**config.mk**
```make
export PLATFORM = sky130hd
export DESIGN_NAME = dle_stx_etx_deframer_core
export DESIGN_NICKNAME = d
export VERILOG_FILES = /design/src/hw/rtl/dsed_pkg.sv /design/src/hw/rtl/dle_stx_etx_deframer_core.sv /design/src/hw/rtl/dsed_in_reg.sv /design/src/hw/rtl/dsed_fsm.sv /design/src/hw/rtl/dsed_out_reg.sv
export SDC_FILE = /design/constraint.sdc
export NUM_CORES = 1
export LEC_CHECK = 0
export ABC_AREA = 1
export BUFFER_PORTS_ARGS = -buffer_cell sky130_fd_sc_hd__buf_2
export CELL_PAD_IN_SITES_DETAIL_PLACEMENT = 0
export CELL_PAD_IN_SITES_GLOBAL_PLACEMENT = 1
export CORE_MARGIN = 2
export CORE_UTILIZATION = 45
export DETAILED_ROUTE_END_ITERATION = 10
export PLACE_DENSITY = 0.92
export SETUP_SLACK_MARGIN = 0.15
export SLEW_MARGIN = 0
export SYNTH_ARGS = -nofsm -noshare
export SYNTH_HDL_FRONTEND = slang
export SYNTH_SLANG_ARGS = --single-unit
```
**constraint.sdc**
```tcl
create_clock -name clk_i -period 3.4 [get_ports clk_i]
set_clock_uncertainty 0.15 [all_clocks]
set_input_delay 0.17 -clock clk_i [delete_from_list [all_inputs] [get_ports clk_i]]
set_output_delay 0.17 -clock clk_i [all_outputs]
set_load 0.005 [all_outputs]
```
**src/hw/rtl/dsed_pkg.sv**
```systemverilog
// ----------------------------------------------------------------------------
// dsed_pkg
// Shared types and constants of the escape-stuffed frame decoder.
// ----------------------------------------------------------------------------
package dsed_pkg;

  localparam int unsigned MAX_BYTES_DEF = 32;
  localparam int unsigned CODE_W        = 8;
  localparam int unsigned COUNT_OUT_W   = 6;
  localparam int unsigned CFG_IDX_W     = 2;

  localparam logic [CODE_W-1:0] ESCAPE_RST = 8'h10;
  localparam logic [CODE_W-1:0] START_RST  = 8'h02;
  localparam logic [CODE_W-1:0] END_RST    = 8'h03;

  typedef enum logic [CFG_IDX_W-1:0] {
    CFG_ESCAPE = 2'd0,
    CFG_START  = 2'd1,
    CFG_END    = 2'd2
  } dsed_cfg_idx_e;

  typedef enum logic [2:0] {
    EV_NONE    = 3'd0,
    EV_START   = 3'd1,
    EV_DATA    = 3'd2,
    EV_END     = 3'd3,
    EV_DROP    = 3'd4,
    EV_ABANDON = 3'd5
  } dsed_event_e;

  typedef struct packed {
    logic [CODE_W-1:0] escape_code;
    logic [CODE_W-1:0] start_code;
    logic [CODE_W-1:0] end_code;
  } dsed_codes_t;

  typedef struct packed {
    dsed_event_e            ev;
    logic [CODE_W-1:0]      data;
    logic [COUNT_OUT_W-1:0] count;
  } dsed_result_t;

endpackage

```
**src/hw/rtl/dle_stx_etx_deframer_core.sv**
```systemverilog
// ----------------------------------------------------------------------------
// dle_stx_etx_deframer_core
// Escape-stuffed frame decoder: one received byte in, one framing event out.
// ----------------------------------------------------------------------------
// Each received byte item gives exactly one result item: an event code
// (nothing, frame start, data byte, frame end, byte dropped, frame abandoned),
// the decoded data byte and the payload count of the open frame. The byte
// passes an input register, is decided by the combinational framing state
// logic and lands in a result register; a new byte is taken every cycle as
// long as results are taken. The user must write the escape, start and end
// codes through the register port only while no item is in flight; the block
// itself does not enforce it. The codes reset to DLE, STX and ETX.
module dle_stx_etx_deframer_core #(
  parameter int unsigned MaxBytes = dsed_pkg::MAX_BYTES_DEF
) (
  input  logic                             clk_i,
  input  logic                             rst_ni,
  input  logic                             cfg_we_i,
  input  logic [dsed_pkg::CFG_IDX_W-1:0]   cfg_idx_i,
  input  logic [dsed_pkg::CODE_W-1:0]      cfg_data_i,
  input  logic                             in_valid_i,
  output logic                             in_ready_o,
  input  logic [dsed_pkg::CODE_W-1:0]      rx_byte_i,
  output logic                             out_valid_o,
  input  logic                             out_ready_i,
  output logic [2:0]                       event_res_o,
  output logic [dsed_pkg::CODE_W-1:0]      data_byte_o,
  output logic [dsed_pkg::COUNT_OUT_W-1:0] byte_count_o
);
  import dsed_pkg::*;

  dsed_codes_t       codes_q;
  logic              byte_valid;
  logic [CODE_W-1:0] byte_q;
  logic              advance;
  logic              out_free;
  dsed_result_t      res_d, res_q;

  always_ff @(posedge clk_i or negedge rst_ni) begin
    if (!rst_ni) begin
      codes_q.escape_code <= ESCAPE_RST;
      codes_q.start_code  <= START_RST;
      codes_q.end_code    <= END_RST;
    end else if (cfg_we_i) begin
      unique case (cfg_idx_i)
        CFG_ESCAPE: codes_q.escape_code <= cfg_data_i;
        CFG_START:  codes_q.start_code  <= cfg_data_i;
        CFG_END:    codes_q.end_code    <= cfg_data_i;
        default:    codes_q             <= codes_q;
      endcase
    end
  end

  assign advance = byte_valid && out_free;

  dsed_in_reg u_in (
    .clk_i      (clk_i),
    .rst_ni     (rst_ni),
    .in_valid_i (in_valid_i),
    .in_ready_o (in_ready_o),
    .rx_byte_i  (rx_byte_i),
    .valid_o    (byte_valid),
    .take_i     (advance),
    .byte_o     (byte_q)
  );

  dsed_fsm #(
    .MaxBytes (MaxBytes)
  ) u_fsm (
    .clk_i     (clk_i),
    .rst_ni    (rst_ni),
    .advance_i (advance),
    .byte_i    (byte_q),
    .codes_i   (codes_q),
    .res_o     (res_d)
  );

  dsed_out_reg u_out (
    .clk_i       (clk_i),
    .rst_ni      (rst_ni),
    .load_i      (advance),
    .free_o      (out_free),
    .res_i       (res_d),
    .out_valid_o (out_valid_o),
    .out_ready_i (out_ready_i),
    .res_o       (res_q)
  );

  assign event_res_o  = res_q.ev;
  assign data_byte_o  = res_q.data;
  assign byte_count_o = res_q.count;

endmodule

```
**src/hw/rtl/dsed_in_reg.sv**
```systemverilog
// ----------------------------------------------------------------------------
// dsed_in_reg
// Input register: captures one received byte and holds it until decoded.
// ----------------------------------------------------------------------------
module dsed_in_reg (
  input  logic                       clk_i,
  input  logic                       rst_ni,
  input  logic                       in_valid_i,
  output logic                       in_ready_o,
  input  logic [dsed_pkg::CODE_W-1:0] rx_byte_i,
  output logic                       valid_o,
  input  logic                       take_i,
  output logic [dsed_pkg::CODE_W-1:0] byte_o
);
  import dsed_pkg::*;

  logic              valid_q, valid_d;
  logic [CODE_W-1:0] byte_q;
  logic              load;

  assign in_ready_o = !valid_q || take_i;
  assign load       = in_valid_i && in_ready_o;

  always_comb begin
    valid_d = valid_q;
    if (load) begin
      valid_d = 1'b1;
    end else if (take_i) begin
      valid_d = 1'b0;
    end
  end

  always_ff @(posedge clk_i or negedge rst_ni) begin
    if (!rst_ni) begin
      valid_q <= 1'b0;
    end else begin
      valid_q <= valid_d;
    end
  end

  // payload needs no reset
  always_ff @(posedge clk_i) begin
    if (load) begin
      byte_q <= rx_byte_i;
    end
  end

  assign valid_o = valid_q;
  assign byte_o  = byte_q;

endmodule

```
**src/hw/rtl/dsed_fsm.sv**
```systemverilog
// ----------------------------------------------------------------------------
// dsed_fsm
// Framing state and per-byte decision: hunting / in-frame, pending escape
// and payload count, one event per byte.
// ----------------------------------------------------------------------------
module dsed_fsm #(
  parameter int unsigned MaxBytes = dsed_pkg::MAX_BYTES_DEF
) (
  input  logic                        clk_i,
  input  logic                        rst_ni,
  input  logic                        advance_i,
  input  logic [dsed_pkg::CODE_W-1:0] byte_i,
  input  dsed_pkg::dsed_codes_t       codes_i,
  output dsed_pkg::dsed_result_t      res_o
);
  import dsed_pkg::*;

  localparam int unsigned CntW = $clog2(MaxBytes + 2);
  localparam logic [CntW-1:0] CntMax  = CntW'(MaxBytes);
  localparam logic [CntW-1:0] CntOver = CntW'(MaxBytes + 1);

  logic              in_frame_q, in_frame_d;
  logic              esc_q, esc_d;
  logic [CntW-1:0]   count_q, count_d;
  dsed_event_e       ev;
  logic [CODE_W-1:0] data;
  logic [CntW+COUNT_OUT_W-1:0] cnt_ext;
  logic              is_esc, is_start, is_end, room;

  assign is_esc   = (byte_i == codes_i.escape_code);
  assign is_start = (byte_i == codes_i.start_code);
  assign is_end   = (byte_i == codes_i.end_code);
  assign room     = (count_q <= CntMax);

  always_comb begin
    in_frame_d = in_frame_q;
    esc_d      = 1'b0;
    count_d    = count_q;
    ev         = EV_NONE;
    data       = '0;
    if (!esc_q && is_esc) begin
      esc_d = 1'b1;
    end else if (esc_q && is_start) begin
      in_frame_d = 1'b1;
      count_d    = '0;
      ev         = EV_START;
    end else if (!in_frame_q) begin
      ev = EV_NONE;
    end else if (esc_q && is_end) begin
      in_frame_d = 1'b0;
      ev         = EV_END;
    end else if (room) begin
      // plain byte, stuffed escape or escape + other byte
      count_d = count_q + 1'b1;
      data    = byte_i;
      ev      = EV_DATA;
    end else if (esc_q && is_esc) begin
      count_d    = '0;
      in_frame_d = 1'b0;
      ev         = EV_ABANDON;
    end else begin
      ev = EV_DROP;
    end
  end

  always_ff @(posedge clk_i or negedge rst_ni) begin
    if (!rst_ni) begin
      in_frame_q <= 1'b0;
      esc_q      <= 1'b0;
      count_q    <= '0;
    end else if (advance_i) begin
      in_frame_q <= in_frame_d;
      esc_q      <= esc_d;
      count_q    <= count_d;
    end
  end

  assign cnt_ext     = {{COUNT_OUT_W{1'b0}}, count_d};
  assign res_o.ev    = ev;
  assign res_o.data  = data;
  assign res_o.count = cnt_ext[COUNT_OUT_W-1:0];

  a_count_bound: assert property (@(posedge clk_i) disable iff (!rst_ni)
    ({1'b0, count_q} <= {1'b0, CntOver}))
    else $error("frame count beyond limit");

  a_start_clears: assert property (@(posedge clk_i) disable iff (!rst_ni)
    (advance_i && ev == EV_START) |=> (count_q == '0 && in_frame_q && !esc_q))
    else $error("frame start did not clear count");

  a_drop_full: assert property (@(posedge clk_i) disable iff (!rst_ni)
    (advance_i && (ev == EV_DROP || ev == EV_ABANDON)) |-> (count_q == CntOver))
    else $error("byte dropped while frame had room");

  a_abandon_hunt: assert property (@(posedge clk_i) disable iff (!rst_ni)
    (advance_i && (ev == EV_ABANDON || ev == EV_END)) |=> !in_frame_q)
    else $error("still in frame after end or abandon");

  a_data_zero: assert property (@(posedge clk_i) disable iff (!rst_ni)
    (ev != EV_DATA) |-> (data == '0))
    else $error("data byte set on non-data event");

endmodule

```
**src/hw/rtl/dsed_out_reg.sv**
```systemverilog
// ----------------------------------------------------------------------------
// dsed_out_reg
// Result register: holds one decoded event until the consumer takes it.
// ----------------------------------------------------------------------------
module dsed_out_reg (
  input  logic                   clk_i,
  input  logic                   rst_ni,
  input  logic                   load_i,
  output logic                   free_o,
  input  dsed_pkg::dsed_result_t res_i,
  output logic                   out_valid_o,
  input  logic                   out_ready_i,
  output dsed_pkg::dsed_result_t res_o
);
  import dsed_pkg::*;

  logic         valid_q, valid_d;
  dsed_result_t res_q;

  assign free_o = !valid_q || out_ready_i;

  always_comb begin
    valid_d = valid_q;
    if (load_i) begin
      valid_d = 1'b1;
    end else if (out_ready_i) begin
      valid_d = 1'b0;
    end
  end

  always_ff @(posedge clk_i or negedge rst_ni) begin
    if (!rst_ni) begin
      valid_q <= 1'b0;
    end else begin
      valid_q <= valid_d;
    end
  end

  always_ff @(posedge clk_i) begin
    if (load_i) begin
      res_q <= res_i;
    end
  end

  assign out_valid_o = valid_q;
  assign res_o       = res_q;

endmodule
```
Word level (Yosys, flattened, before mapping)
Index checks and enable logic that the tools add are counted.
- register bits: 59
- bits of input ports: 23
- output and inout bits: 19
- logic and storage cells: 66
- $add $sub $neg: 1
- magnitude comparators: 1
- eq/ne operators: 5
- muxes and demuxes: 21
- bitwise logic cells: 3
- reduce and logical (&&, ||, !) cells: 21
- operator list (operator ; number):
    2-to-1 mux 6 bit ; 6
    equality test 8 bit ; 3
    2-to-1 mux 1 bit ; 13
    OR reduction 5 bit ; 2
    AND reduction 2 bit ; 4
    adder 6 x 1 -> 6 bit (second input constant) ; 1
    less-or-equal comparator 6 bit (second input constant) ; 1
    logical AND 1 bit ; 6
    2-to-1 mux 2 bit ; 2
    nonzero test 2 bit ; 2
    logical NOT 1 bit ; 3
    inverter 1 bit ; 3
    OR reduction 3 bit ; 1
    equality test 2 x 1 -> 1 bit (second input constant) ; 1
    equality test 2 bit (second input constant) ; 1
    logical NOT 2 bit ; 1
    logical OR 1 bit ; 2

Longest topological paths before layout
- depth in word-level cells: 8
- depth in mapped cells: 13
- depth with buffers taken out: 13

By module
From an unflattened synthesis, not the netlist that was laid out.
- cells, all modules: 369
- area, all modules: 3245.6 µm²
- modules (own cells, without submodules) (module ; instances ; cells an instance ; area each (µm²) ; sequential area each (µm²)):
    dsed_fsm ; 1 ; 224 ; 1341.3 ; 200.2
    dle_stx_etx_deframer_core ; 1 ; 109 ; 1063.5 ; 605.6
    dsed_out_reg ; 1 ; 22 ; 555.5 ; 535.5
    dsed_in_reg ; 1 ; 14 ; 285.3 ; 265.3

Worst setup path before layout
No wires, ideal clock.
- path kind: register to register
- start: register u_fsm.count_q[0]
- end: register u_out.res_o[0] (netlist name)
- library setup time: 262 ps
- data arrival time: 1475 ps
- path slack: 1514 ps
- stages on the path, launching flop included: 12
- buffers on the path: 0
- clock period less this slack: 1886 ps
- cells stage by stage: dfrtp_1 inv_1 ha_1 nor3b_1 a21oi_1 inv_2 nand2_1 nand2_1 nand2_1 nand2_1 nand2_1 o21ai_0
- RTL lines (element ; line ; RTL):
    start, declared ; dsed_fsm.sv:24 ; logic [CntW-1:0] count_q, count_d;
    start signal, assigned ; dsed_fsm.sv:74 ; count_q <= count_d;

==> out/results.txt <==
Dividing the detail-routed via count by the number of cells gives 4.919. The routability congestion estimate was 0.9486; the cell depth of the worst flop-to-flop path was 11. The final cycle utilization of the critical path is 0.6334. The number of max-capacitance violations reported is 0, and the final critical delay including setup and external delays is 2.154 ns.

The starting utilization of the core area is 0.4608, and the proportion of synthesized area in mux cells is 0. The utilization of the core after routing was 0.5698; the starting DRC count in detailed routing was 113. TritonCTS built the clock tree.

Kind of launch point of the worst setup path: a flop. The first global-routing pass estimated 10.61 mm of wire. The logs give 459 for the total instance count after detailed placement and 1.246 ns for the smallest setup slack after layout.

The tree built by TritonCTS fans out to 59 sinks. The area overhead of the layout relative to synthesis works out to 23.66%. For this run the aggregate overflow at the end of global routing stands at 0. Of all nets on the critical path, the largest fanout is 5. The tools report the final count of hold timing violations as 0. Clock-pin slew was measured on the worst setup and hold paths at 0.06 ns.

The average instance in the mapped netlist occupies 8.432 sq um. The logs give 42 for the top-level port count and 6.388 mm for the total routed wirelength. The worst slew margin relative to its limit is 0.4770, and the required arrival time at the worst endpoint is 3.33 ns.

STA classifies the critical path endpoint as a flop. Leaving out filler cells and counting taps, the final layout contains 495. The die covers 7123 sq um. The fraction of the mapped netlist area in compound gates is 0.07957, and the latest clock arrival within the worst-skew pair is 0.33 ns.

The worst-case IR drop observed on VDD is 0.0003653 V. Entering global routing, the biggest net connects 35 pins. Power per standard cell area: 548.6 nW/um^2. The synthesized-area fraction occupied by adder cells is 0.008602. The synthesized-area fraction occupied by and/or/nand/nor cells came out at 0.2624.

The logs give 2.09 ns for the endpoint arrival time on the critical path and 0 for the warning count from the yosys run. By area the synthesized netlist is led by sky130_fd_sc_hd__dfrtp_1, sky130_fd_sc_hd__edfxtp_1, sky130_fd_sc_hd__nand2_1. Setup repair after global routing left no endpoint under its margin. The tightest min-delay check is of the in -> async type.

After detailed routing, the number of remaining DRC violations is 0. The placeable core area was 6314 sq um. The logs give 0 ns for the total negative slack for setup checks and 2909 sq um for the cell area after synthesis.

The tools report the number of detailed-routing iterations run before antenna repair as 4. Cell taking the most area after synthesis: sky130_fd_sc_hd__dfrtp_1. Width of the chip: 84.40 um.

The share of layout cells above drive strength 1 was 0.1818. Hold timing on the final database bottoms out at a slack of 0.3043 ns. The initial antenna violation count was 0. The area share of the leading cell type in the synthesized netlist was 0.2581. After detailed routing, the average wire length per cell comes to 12.91 um. The floorplan die height was 84.40 um.

The tools report the total number of vias as 2435. The count of nets left with antenna violations once routing finished came out at 0. The slew of the pin with the lowest slew margin came out at 0.7845 ns. The cell sitting at the root of the clock tree is a sky130_fd_sc_hd__clkbuf_8. Buffers inserted during clock tree synthesis total 9. For the number of max-slew violations in the final report, the log shows 0.

The critical setup path kind is reg -> reg. OpenSTA, run right after detailed placement, puts the worst setup slack at 1.296 ns. For the highest clock frequency the design can meet, the log shows 464.3 MHz. Setup violations remaining at the end of the flow were counted as 0. The count of buffers inserted at the top-level ports came out at 41. 0 antenna diodes ended up in the layout. The tools report the half-perimeter wire length after detailed placement as 4.645 mm. After synthesis, the largest family of logic cells by area is simple AND/OR/NAND/NOR gates.

The analysis attributes to cell leakage a power of 1.762 nW. After synthesis the netlist holds a flip-flop and latch count of 59. The global-route usage over all layers was 0.1903; the via count of the first global-routing pass was 2326. The net count of the finished layout is 438. The floorplan has 29 rows. For the post-synthesis net count, the log shows 370. The run gives 2 as the worst-case clock buffer depth. The xor/xnor cell area share of the yosys netlist was 0.02710. After clock tree synthesis, the setup repair step added 0 buffers.

In the synthesized netlist, the number of instances is 345. The flow ran to the end, and the final reports show no timing, DRC or antenna violations. The H-tree was split into 3 levels. The sequential cell area fraction in the yosys report was 0.5523; the number of library cell types mapped by synthesis was 30.
## through the flow
| step | instance area, sq um | power, mW |
|---|---|---|
| after floorplan | 2909 | 1.184 |
| after global placement | 3191 | 1.307 |
| after detailed placement | 3191 | 1.316 |
| after CTS | 3597 | 1.993 |
| after global routing | 3597 | 2.091 |
| final | 3597 | 1.974 |
## registers in the layout (all words and copies together), names as in the netlist
| signal | count |
|---|---|
| u_out.out_valid_o | 1 |
| u_fsm.in_frame_q | 1 |
| u_fsm.count_q | 6 |
| u_in.valid_o | 1 |
| u_in.byte_o | 8 |
| u_fsm.esc_q | 1 |
| codes_q | 24 |
| u_out.res_o | 17 |
## worst paths after layout
kind | startpoint | end | slack (ns)
max in group asynchronous | rst_ni | u_fsm.count_q[4]$_DFFE_PN0P_ | 2.29
min reg2reg | codes_q[1]$_DFFE_PN1P_ | codes_q[1]$_DFFE_PN1P_ | 0.35
min | rst_ni | codes_q[16]$_DFFE_PN0P_ | 0.30
max | u_fsm.count_q[0]$_DFFE_PN0P_ | u_out.res_o[1]$_DFFE_PP_ | 1.25
min in group clk_i | cfg_we_i | codes_q[20]$_DFFE_PN1P_ | 0.34
max reg2reg | u_fsm.count_q[0]$_DFFE_PN0P_ | u_out.res_o[1]$_DFFE_PP_ | 1.25
## worst max-delay path: stages, from the launching register on
cell                      delay, ns
sky130_fd_sc_hd__dfrtp_1       0.39
sky130_fd_sc_hd__inv_1         0.11
sky130_fd_sc_hd__ha_1          0.20
sky130_fd_sc_hd__nor3b_1       0.13
sky130_fd_sc_hd__a21oi_1       0.35
sky130_fd_sc_hd__inv_2         0.12
sky130_fd_sc_hd__nand2_1       0.13
sky130_fd_sc_hd__nor2_2        0.07
sky130_fd_sc_hd__nand2_1       0.06
sky130_fd_sc_hd__nand2_1       0.07
sky130_fd_sc_hd__nand2_1       0.06
sky130_fd_sc_hd__o21ai_1       0.07
## cells in the mapped netlist, drive strengths merged
cell type	n
nor2	26
xor2	5
ha	2
xnor2	4
clkinv	1
o22ai	1
a21boi	1
nand4	4
a21oi	6
edfxtp	25
nand2	117
nand3	26
nor3	3
dfrtp	30
or2	1
a211oi	1
o21ai	36
dfstp	4
inv	46
clkbuf	3
buf	2
nor3b	1
## per-layer routing
layer	GRT usage	part of all wire	vias up	wire, um
met5	0	0	-	0
met4	0.09235	0.021	0	132
li1	-	-	1247	-
met3	0.04130	0.041	11	262
met1	0.2442	0.45	1114	2905
met2	0.3074	0.48	63	3087
## logic make-up after synthesis
group / count (synthesis)
compound gates: 45
xor+xnor: 9
fa+ha+maj: 2
buf+inv: 52
flops: 59
simple gates: 178
## power by group
group | switching [mW] | internal [mW]
logic | 0.225 | 0.152
clock network | 0.254 | 0.400
registers | 0.0768 | 0.866
## cell type report
class / instances / area, sq um
fillers: 601 / 2716
well taps: 77 / 96.34
inverters: 47 / 176.4
clock inverters: 1 / 30.03
repair buffers: 62 / 412.9
clock buffers: 15 / 176.4
multi-input cells: 234 / 1099
flip-flops and latches: 59 / 1607
## placed cells by master (no fill, tap or decap), drive strengths merged, types with 4 or more instances in the layout
cell type	instances
dfrtp	30
clkbuf	15
xnor2	4
o21ai	36
dfstp	4
buf	42
inv	46
edfxtp	25
nand4	4
nor2	26
a21oi	6
xor2	5
nand2	117
nand3	26
dlygate4sd3	20
## repair_timing
action / CTS / global route
resized for setup: 0 / 0
hold buffers: 20 / 0
setup endpoints to repair: 0 / 0
hold endpoints to repair: 62 / 0
(Power assumes the default switching activity.)
